--- config.mk ---
export PLATFORM = sky130hd
export DESIGN_NAME = ps2_mouse_packet_tracker
export DESIGN_NICKNAME = d
export VERILOG_FILES = /design/src/sv/ps2mt_pkg.sv /design/src/sv/ps2_mouse_packet_tracker.sv
export SDC_FILE = /design/constraint.sdc
export NUM_CORES = 1
export LEC_CHECK = 0
export BUFFER_PORTS_ARGS = -buffer_cell sky130_fd_sc_hd__buf_2
export CAP_MARGIN = 20
export CORE_MARGIN = 2
export CORE_UTILIZATION = 41
export CTS_BUF_LIST = sky130_fd_sc_hd__clkbuf_8
export DETAILED_ROUTE_END_ITERATION = 7
export GPL_TIMING_DRIVEN = 1
export PLACE_DENSITY = 0.61
export SLEW_MARGIN = 25
export SYNTH_ARGS = -nofsm -noshare
export SYNTH_HDL_FRONTEND = slang
export SYNTH_SLANG_ARGS = --single-unit
--- constraint.sdc ---
create_clock -name clk -period 15.1 [get_ports clk]
set_input_delay 0.755 -clock clk [delete_from_list [all_inputs] [get_ports clk]]
set_output_delay 0.755 -clock clk [all_outputs]
set_load 0.005 [all_outputs]
--- src/sv/ps2mt_pkg.sv ---
// Shared types and constants for the PS/2 mouse packet tracker.
`default_nettype none

package ps2mt_pkg;

    // Stream and field widths
    localparam int IN_TDATA_W  = 8;
    localparam int IN_TUSER_W  = 8;
    localparam int OUT_TDATA_W = 48;
    localparam int BYTE_W      = 8;
    localparam int POS_W       = 18;
    localparam int BTN_W       = 3;
    localparam int DIVISOR_W   = 15;
    localparam int CFG_IDX_W   = 8;

    // Magnitude of a sign-extended 9-bit delta: 0 .. 256
    localparam int MAG_W = 9;

    // Status and header bit positions
    localparam int AUX_BIT    = 5;
    localparam int XSIGN_BIT  = 4;
    localparam int YSIGN_BIT  = 5;

    // Register indexes on the configuration channel
    localparam logic [CFG_IDX_W-1:0] REG_SCREEN_WIDTH  = 8'd0;
    localparam logic [CFG_IDX_W-1:0] REG_SCREEN_HEIGHT = 8'd1;

    // Register reset values
    localparam logic [DIVISOR_W-1:0] WIDTH_RESET  = 15'd640;
    localparam logic [DIVISOR_W-1:0] HEIGHT_RESET = 15'd480;

    // Position of a byte within a packet
    typedef enum logic [1:0] {
        BYTE_HDR = 2'd0,
        BYTE_X   = 2'd1,
        BYTE_Y   = 2'd2
    } byte_pos_t;

    // Sequencer states
    typedef enum logic [2:0] {
        ST_IDLE,
        ST_DIV_X,
        ST_ACC_X,
        ST_DIV_Y,
        ST_ACC_Y
    } state_t;

endpackage

`default_nettype wire

--- src/sv/ps2_mouse_packet_tracker.sv ---
// PS/2 mouse packet tracker: packet framing, serial scaling divider, position update.
//
// Input stream (s_*): one request per byte read from the controller. s_tuser holds the
// status byte, s_tdata the data byte. Bytes without the aux-data status flag are taken
// and dropped. Mouse bytes form three-byte packets: header, X delta, Y delta.
// Output stream (m_*): one request per complete packet, with X and Y positions in
// signed Q1.FRAC_BITS, clamped to [-1, +1], plus button levels and changes.
// Config channel (cfg_*): register 0 screen width, 1 screen height (zero acts as one);
// always ready, write only while the block is idle.
// Timing: header, X and dropped bytes are taken while the sequencer is idle. The Y byte
// starts a restoring divider that produces one quotient bit per cycle, run once for X
// and once for Y, each pass followed by an accumulate step; the Y step writes the result
// to the output register and returns the sequencer to idle, ready for the next byte.
// The result sits in an output register; header and X bytes of the next packet are
// taken while it waits; once a Y byte is due, no byte is taken until the result is taken.
// Reset: positions, buttons and packet framing return to zero, the screen registers to
// 640 by 480, output not valid.
`default_nettype none

module ps2_mouse_packet_tracker #(
    parameter int FRAC_BITS = 16
) (
    input  wire logic                                   clk,
    input  wire logic                                   rst_n,
    // Input stream
    input  wire logic                                   s_tvalid,
    output      logic                                   s_tready,
    input  wire logic [ps2mt_pkg::IN_TDATA_W-1:0]       s_tdata,   // [7:0] data_byte
    input  wire logic [ps2mt_pkg::IN_TUSER_W-1:0]       s_tuser,   // [7:0] ctrl_status
    // Output stream
    output      logic                                   m_tvalid,
    input  wire logic                                   m_tready,
    // [17:0] x_position, [35:18] y_position, [38:36] button_levels,
    // [41:39] button_changes, [47:42] zero
    output      logic [ps2mt_pkg::OUT_TDATA_W-1:0]      m_tdata,
    // Configuration write channel
    input  wire logic                                   cfg_valid,
    output      logic                                   cfg_ready,
    input  wire logic [ps2mt_pkg::CFG_IDX_W-1:0]        cfg_index,
    input  wire logic [ps2mt_pkg::DIVISOR_W-1:0]        cfg_data
);

    localparam int MAG_W = ps2mt_pkg::MAG_W;
    localparam int DIV_W = ps2mt_pkg::DIVISOR_W;
    localparam int POS_W = ps2mt_pkg::POS_W;
    localparam int BTN_W = ps2mt_pkg::BTN_W;
    localparam int DVD_W = MAG_W + FRAC_BITS;
    localparam int ACC_W = FRAC_BITS + 2;
    localparam int SUM_W = DVD_W + 2;
    localparam int EXT_W = ACC_W + POS_W;
    localparam int CNT_W = $clog2(DVD_W + 1);
    localparam int PAD_W = ps2mt_pkg::OUT_TDATA_W - 2 * POS_W - 2 * BTN_W;

    localparam logic signed [SUM_W-1:0] ONE_S =
        {{(SUM_W - FRAC_BITS - 1){1'b0}}, 1'b1, {FRAC_BITS{1'b0}}};
    localparam logic signed [SUM_W-1:0] NEG_ONE_S = -ONE_S;

    // Control state
    ps2mt_pkg::state_t        state_reg, state_next;
    ps2mt_pkg::byte_pos_t     byte_idx_reg, byte_idx_next;
    logic [7:0]               header_reg, header_next;
    logic [7:0]               xbyte_reg, xbyte_next;
    logic [7:0]               ybyte_reg, ybyte_next;
    logic signed [ACC_W-1:0]  x_acc_reg, x_acc_next;
    logic signed [ACC_W-1:0]  y_acc_reg, y_acc_next;
    logic [BTN_W-1:0]         last_btn_reg, last_btn_next;
    logic                     m_valid_reg, m_valid_next;
    logic [CNT_W-1:0]         cnt_reg, cnt_next;
    logic                     sub_reg, sub_next;
    logic [DIV_W-1:0]         width_reg, height_reg;

    // Datapath registers
    logic [DVD_W-1:0]                   dvd_reg, dvd_next;
    logic [DIV_W-1:0]                   rem_reg, rem_next;
    logic [DIV_W-1:0]                   div_reg, div_next;
    logic [ps2mt_pkg::OUT_TDATA_W-1:0]  tdata_reg, tdata_next;

    // Handshake helpers
    logic       in_acc;
    logic       aux;
    logic       x_neg, y_neg;
    logic [MAG_W-1:0] x_mag, y_mag;
    logic [DIV_W-1:0] width_eff, height_eff;

    // Divider step
    logic [DIV_W:0]   rem_shift;
    logic [DIV_W+1:0] diff;
    logic             borrow;

    // Accumulate step
    logic signed [ACC_W-1:0] acc_sel;
    logic signed [SUM_W-1:0] acc_wide, q_wide, sum, clamped;
    logic signed [ACC_W-1:0] acc_new;
    logic signed [EXT_W-1:0] x_ext, y_ext;
    logic [BTN_W-1:0]        levels;

    assign cfg_ready = 1'b1;
    assign s_tready  = (state_reg == ps2mt_pkg::ST_IDLE) &&
                       !(byte_idx_reg == ps2mt_pkg::BYTE_Y && m_valid_reg);
    assign m_tvalid  = m_valid_reg;
    assign m_tdata   = tdata_reg;

    assign in_acc = s_tvalid && s_tready;
    assign aux    = s_tuser[ps2mt_pkg::AUX_BIT];

    // Sign and magnitude of the 9-bit deltas
    assign x_neg = header_reg[ps2mt_pkg::XSIGN_BIT];
    assign y_neg = header_reg[ps2mt_pkg::YSIGN_BIT];
    assign x_mag = x_neg ? MAG_W'(9'd256 - {1'b0, xbyte_reg}) : {1'b0, xbyte_reg};
    assign y_mag = y_neg ? MAG_W'(9'd256 - {1'b0, ybyte_reg}) : {1'b0, ybyte_reg};

    // Zero divisor acts as one
    assign width_eff  = (width_reg  == '0) ? DIV_W'(1) : width_reg;
    assign height_eff = (height_reg == '0) ? DIV_W'(1) : height_reg;

    // One restoring division step: one quotient bit per cycle
    assign rem_shift = {rem_reg, dvd_reg[DVD_W-1]};
    assign diff      = {1'b0, rem_shift} - {2'b00, div_reg};
    assign borrow    = diff[DIV_W+1];

    // Position update with clamp to [-1, +1]
    assign acc_sel  = (state_reg == ps2mt_pkg::ST_ACC_X) ? x_acc_reg : y_acc_reg;
    assign acc_wide = SUM_W'(acc_sel);
    assign q_wide   = signed'({2'b00, dvd_reg});
    assign sum      = sub_reg ? (acc_wide - q_wide) : (acc_wide + q_wide);

    always_comb
    begin
        if (sum > ONE_S)
        begin
            clamped = ONE_S;
        end
        else if (sum < NEG_ONE_S)
        begin
            clamped = NEG_ONE_S;
        end
        else
        begin
            clamped = sum;
        end
    end

    assign acc_new = clamped[ACC_W-1:0];
    assign x_ext   = EXT_W'(x_acc_reg);
    assign y_ext   = EXT_W'(acc_new);
    assign levels  = header_reg[BTN_W-1:0];

    // Sequencer: next state and datapath control
    always_comb
    begin
        state_next    = state_reg;
        byte_idx_next = byte_idx_reg;
        header_next   = header_reg;
        xbyte_next    = xbyte_reg;
        ybyte_next    = ybyte_reg;
        x_acc_next    = x_acc_reg;
        y_acc_next    = y_acc_reg;
        last_btn_next = last_btn_reg;
        m_valid_next  = m_valid_reg && !m_tready;
        cnt_next      = cnt_reg;
        sub_next      = sub_reg;
        dvd_next      = dvd_reg;
        rem_next      = rem_reg;
        div_next      = div_reg;
        tdata_next    = tdata_reg;

        unique case (state_reg)
            ps2mt_pkg::ST_IDLE:
            begin
                if (in_acc && aux)
                begin
                    unique case (byte_idx_reg)
                        ps2mt_pkg::BYTE_HDR:
                        begin
                            header_next   = s_tdata;
                            byte_idx_next = ps2mt_pkg::BYTE_X;
                        end
                        ps2mt_pkg::BYTE_X:
                        begin
                            xbyte_next    = s_tdata;
                            byte_idx_next = ps2mt_pkg::BYTE_Y;
                        end
                        ps2mt_pkg::BYTE_Y:
                        begin
                            ybyte_next    = s_tdata;
                            byte_idx_next = ps2mt_pkg::BYTE_HDR;
                            dvd_next      = {x_mag, {FRAC_BITS{1'b0}}};
                            rem_next      = '0;
                            div_next      = width_eff;
                            cnt_next      = CNT_W'(DVD_W);
                            sub_next      = x_neg;
                            state_next    = ps2mt_pkg::ST_DIV_X;
                        end
                        default:
                        begin
                            byte_idx_next = ps2mt_pkg::BYTE_HDR;
                        end
                    endcase
                end
            end
            ps2mt_pkg::ST_DIV_X, ps2mt_pkg::ST_DIV_Y:
            begin
                dvd_next = {dvd_reg[DVD_W-2:0], !borrow};
                rem_next = borrow ? rem_shift[DIV_W-1:0] : diff[DIV_W-1:0];
                cnt_next = cnt_reg - CNT_W'(1);
                if (cnt_reg == CNT_W'(1))
                begin
                    state_next = (state_reg == ps2mt_pkg::ST_DIV_X) ?
                                 ps2mt_pkg::ST_ACC_X : ps2mt_pkg::ST_ACC_Y;
                end
            end
            ps2mt_pkg::ST_ACC_X:
            begin
                x_acc_next = acc_new;
                dvd_next   = {y_mag, {FRAC_BITS{1'b0}}};
                rem_next   = '0;
                div_next   = height_eff;
                cnt_next   = CNT_W'(DVD_W);
                sub_next   = !y_neg;
                state_next = ps2mt_pkg::ST_DIV_Y;
            end
            ps2mt_pkg::ST_ACC_Y:
            begin
                y_acc_next    = acc_new;
                last_btn_next = levels;
                m_valid_next  = 1'b1;
                tdata_next    = {{PAD_W{1'b0}}, levels ^ last_btn_reg, levels,
                                 y_ext[POS_W-1:0], x_ext[POS_W-1:0]};
                state_next    = ps2mt_pkg::ST_IDLE;
            end
            default:
            begin
                state_next = ps2mt_pkg::ST_IDLE;
            end
        endcase
    end

    // State register
    always_ff @(posedge clk or negedge rst_n)
    begin
        if (!rst_n)
        begin
            state_reg <= ps2mt_pkg::ST_IDLE;
        end
        else
        begin
            state_reg <= state_next;
        end
    end

    // Control and tracking registers
    always_ff @(posedge clk or negedge rst_n)
    begin
        if (!rst_n)
        begin
            byte_idx_reg <= ps2mt_pkg::BYTE_HDR;
            header_reg   <= '0;
            xbyte_reg    <= '0;
            ybyte_reg    <= '0;
            x_acc_reg    <= '0;
            y_acc_reg    <= '0;
            last_btn_reg <= '0;
            m_valid_reg  <= 1'b0;
            cnt_reg      <= '0;
            sub_reg      <= 1'b0;
        end
        else
        begin
            byte_idx_reg <= byte_idx_next;
            header_reg   <= header_next;
            xbyte_reg    <= xbyte_next;
            ybyte_reg    <= ybyte_next;
            x_acc_reg    <= x_acc_next;
            y_acc_reg    <= y_acc_next;
            last_btn_reg <= last_btn_next;
            m_valid_reg  <= m_valid_next;
            cnt_reg      <= cnt_next;
            sub_reg      <= sub_next;
        end
    end

    // Screen size registers
    always_ff @(posedge clk or negedge rst_n)
    begin
        if (!rst_n)
        begin
            width_reg  <= ps2mt_pkg::WIDTH_RESET;
            height_reg <= ps2mt_pkg::HEIGHT_RESET;
        end
        else if (cfg_valid && cfg_ready)
        begin
            unique case (cfg_index)
                ps2mt_pkg::REG_SCREEN_WIDTH:  width_reg  <= cfg_data;
                ps2mt_pkg::REG_SCREEN_HEIGHT: height_reg <= cfg_data;
                default:
                begin
                end
            endcase
        end
    end

    // Divider and output payload
    always_ff @(posedge clk)
    begin
        dvd_reg   <= dvd_next;
        rem_reg   <= rem_next;
        div_reg   <= div_next;
        tdata_reg <= tdata_next;
    end

`ifndef SYNTHESIS
    // No input taken while the divider runs
    a_busy_no_ready: assert property (@(posedge clk) disable iff (!rst_n)
        (state_reg != ps2mt_pkg::ST_IDLE) |-> !s_tready)
        else $error("input taken while busy");

    // Output register is free when a result is written
    a_out_free: assert property (@(posedge clk) disable iff (!rst_n)
        (state_reg == ps2mt_pkg::ST_ACC_Y) |-> !m_valid_reg)
        else $error("result overwrites a pending result");

    // A Y byte starts the X division
    a_start_div: assert property (@(posedge clk) disable iff (!rst_n)
        (in_acc && aux && byte_idx_reg == ps2mt_pkg::BYTE_Y) |=>
        (state_reg == ps2mt_pkg::ST_DIV_X))
        else $error("division not started");

    // Positions stay within [-1, +1]
    a_x_range: assert property (@(posedge clk) disable iff (!rst_n)
        (SUM_W'(x_acc_reg) <= ONE_S) && (SUM_W'(x_acc_reg) >= NEG_ONE_S))
        else $error("x position out of range");

    a_y_range: assert property (@(posedge clk) disable iff (!rst_n)
        (SUM_W'(y_acc_reg) <= ONE_S) && (SUM_W'(y_acc_reg) >= NEG_ONE_S))
        else $error("y position out of range");
`endif

endmodule

`default_nettype wire

==> flow_summary.yaml <==
die:
  die_y_um: 170
  row_count: 60
  start_util: 0.418
  core_area_um2: 27000
  dieArea_um2: 28900
  ios: 95
  die_w_um: 170
clocking:
  holdBufCountCts: 0
  cts_setup_buffers: 0
  cts_resized: 0
  clk_path_buf_depth: 2
  numCtsBuffers: 17
  clock_latency_ns: 0.49
  cts_sinks: 199
  cts_htree_levels: 4
  cts_tree: "done"
  cts_root_buf: "clkbuf_8"
  cts.clk_slew.worst_paths_ns: 0.10
timing:
  min_period_ns: 6.01
  setup_viol: 0
  worst_slew_pin_slew_ns: 0.970
  report.final.slew_viol_count: 0
  fin_skew_ns: 0.0236
  fmax_mhz: 166
  post-route-period-util: 0.398
  finalHoldViolCount: 0
  setup_tns_ns: 0
  grt_setup_unrepaired: "no"
  max_slew_margin: 0.353
detailed_routing:
  vias: 8216
  avgRoutedWirePerCell_um: 16.1
  drc: 0
  wl_um: 24600
  dr.pass1.iters: 5
  antenna_left: 0
  viasPerCell: 5.37
  drt_first_iter_violations: 548
yosys:
  yosysWarnings: 0
  ys_top_cells_by_count: "nand2_1 (176), edfxtp_1 (97), dfrtp_1 (96)"
  synth.top_cell.area_share: 0.258
  synth_area_um2: 11300
  ys_ff_latch: 199
  synth.area.top_cells: "edfxtp_1 (26%), dfrtp_1 (21%), nand2_1 (5.8%), ha_1 (5.1%), mux2_2 (5.1%)"
  yosysTopAreaCell: "edfxtp_1"
  seq_area_frac_synth: 0.484
  syn_avg_cell_area_um2: 10.1
  yosysMostFrequentCell: "nand2_1"
  async_reset_ff_frac: 0.513
  synth_cells: 1115
  ys_dominant_reg_cell: "edfxtp_1"
  synth_edf_count: 97
  yosysUniqueCellTypes: 78
critical_path:
  reg2reg_depth: 18
  worstPathCellList: "or4_1, or3_1, nor3_1, nand2b_1, nor4_1, nor3b_1, nor2_1, xnor2_1, ha_1, and3_1, a21oi_1, a211oi_1, or3_1, a211oi_1, and4bb_2, a22oi_2, buf_4, o31ai_1"
  cp_slowest_cell: "or4_1"
  worstPathRequired_ns: 15.49
  worstPathArrival_ns: 6.40
  crit_path_max_fanout: 48
  crit_family: "simple AND/OR/NAND/NOR gates"
  start_kind: "flop"
  critPathMaxStageDelay_ns: 0.69
  endpoint_kind: "flop"
  crit_type: "flop to flop"
  worst-path-buf-inv: 1
  path_depth: 18
placed_design:
  place_inst: 1497
  place.port_buffers: 80
  hpwl_um: 17200
  place_congestion: 0.825
run:
  maxCapViolations: 0
global_routing:
  top_usage_layer: "met2"
  grt_overflow: 0
  grtUsageTotal: 0.174
  grt_pass1_vias: 7812
  grt_max_degree: 57
  use_met3: 0.0298
  globalRouteMet2Util: 0.280
  grtUsageMet1: 0.245
  antenna_found_initial: 0
  grt_pass1_wl_um: 40000
power_and_ir_drop:
  ir_worst_vdd_v: 0.0000931
  p_sw_frac: 0.445
  pwr-share-comb: 0.539
  power.total_mw: 2.61
  power_density_nw_per_um2: 211
  seqPwrFrac: 0.329
  p_switching_mw: 1.16
  p_int_mw: 1.45
  p_leak_nw: 5.25
  clock_power_share: 0.132
finish:
  largest_reg_flops: 42
  diodes: 0
  final_nets: 1267
  final_cells: 1529
  synthToLayoutAreaGrowth_pct: 9.41
  layout-drive-gt1-share: 0.173
outcome:
  status: "finished, final reports clean"
min_path:
  min_path_type: "primary input to async pin"
power groups by stage:
stage	logic, mW	registers (mW)	clock network [mW]
floorplan	1.14	0.813	0
global placement	1.38	0.864	0
detailed placement	1.40	0.865	0
CTS	1.40	0.857	0.358
global route	1.57	0.877	0.375
finish	1.40	0.859	0.345
through the flow:
stage / setup WS [ns] / area, µm² / utilization / hold slack [ns]
2_1_floorplan: 10.01 / 11300 / - / 0.446
3_3_place_gp: 9.16 / 12000 / 0.443 / 0.459
3_5_place_dp: 9.14 / 12000 / 0.443 / 0.464
4_1_cts: 9.10 / 12400 / 0.458 / 0.277
5_1_grt: 8.56 / 12400 / 0.458 / 0.307
6_report: 9.09 / 12400 / 0.458 / 0.277
layer usage:
| layer | vias to the layer above | share of wire |
|---|---|---|
| met2 | 114 | 0.46 |
| met5 | - | 0 |
| met1 | 3986 | 0.50 |
| li1 | 4098 | - |
| met4 | 0 | 0.011 |
| met3 | 18 | 0.028 |
worst paths after layout:
kind                                                 from                         to  slack, ns
worst max-delay path                 dvd_reg[3]$_DFFE_PP_   x_acc_reg[7]$_DFFE_PN0P_       9.09
min in group clk                                 m_tready         m_tvalid$_DFF_PN0_       0.45
max in group asynchronous                           rst_n   width_reg[5]$_DFFE_PN0P_      13.64
worst min register to register  x_acc_reg[10]$_DFFE_PN0P_      m_tdata[10]$_DFFE_PP_       0.48
worst min-delay path                                rst_n  x_acc_reg[17]$_DFFE_PN0P_       0.28
worst max register to register       dvd_reg[3]$_DFFE_PP_   x_acc_reg[7]$_DFFE_PN0P_       9.09
cells in the final DEF (no fill, tap or decap), types with 12 or more instances in the layout:
master,Yosys,final
a211oi_1,12,12
a21o_1,13,13
a21oi_1,50,50
a31oi_1,13,13
and2_1,16,16
buf_2,6,79
buf_4,8,12
clkbuf_8,0,18
dfrtp_1,96,96
edfxtp_1,97,97
ha_1,46,46
inv_1,47,47
mux2_2,51,51
mux2i_1,19,19
nand2_1,176,176
nand2b_1,14,12
nand3_1,17,17
nor2_1,95,95
nor3_1,29,29
nor4_1,12,12
o21ai_0,27,27
o31ai_1,34,34
xnor2_1,40,40
xor2_1,21,21
final cells by class:
| class | count | area, µm² |
|---|---|---|
| well taps | 341 | 427 |
| multi-input cells | 819 | 5420 |
| flip-flops and latches | 199 | 5470 |
| clock buffers | 18 | 248 |
| clock inverters | 14 | 136 |
| repair buffers | 91 | 485 |
| inverters | 47 | 178 |
| fillers | 2595 | 14700 |
cell families (layout without fill, tap and decap cells):
family | Yosys count | after routing | share of synthesized area
AO/OA/AOI/OAI | 208 | 208 | 0.130
XOR/XNOR | 62 | 62 | 0.0487
adder cells (fa/ha/maj) | 48 | 48 | 0.0545
buffers and inverters | 102 | 170 | 0.0388
flip-flops | 199 | 199 | 0.484
multiplexers | 70 | 70 | 0.0676
other | 2 | 7 | 0.000664
AND/OR/NAND/NOR | 424 | 424 | 0.176
Note: power is estimated with default switching activity, not from simulation.
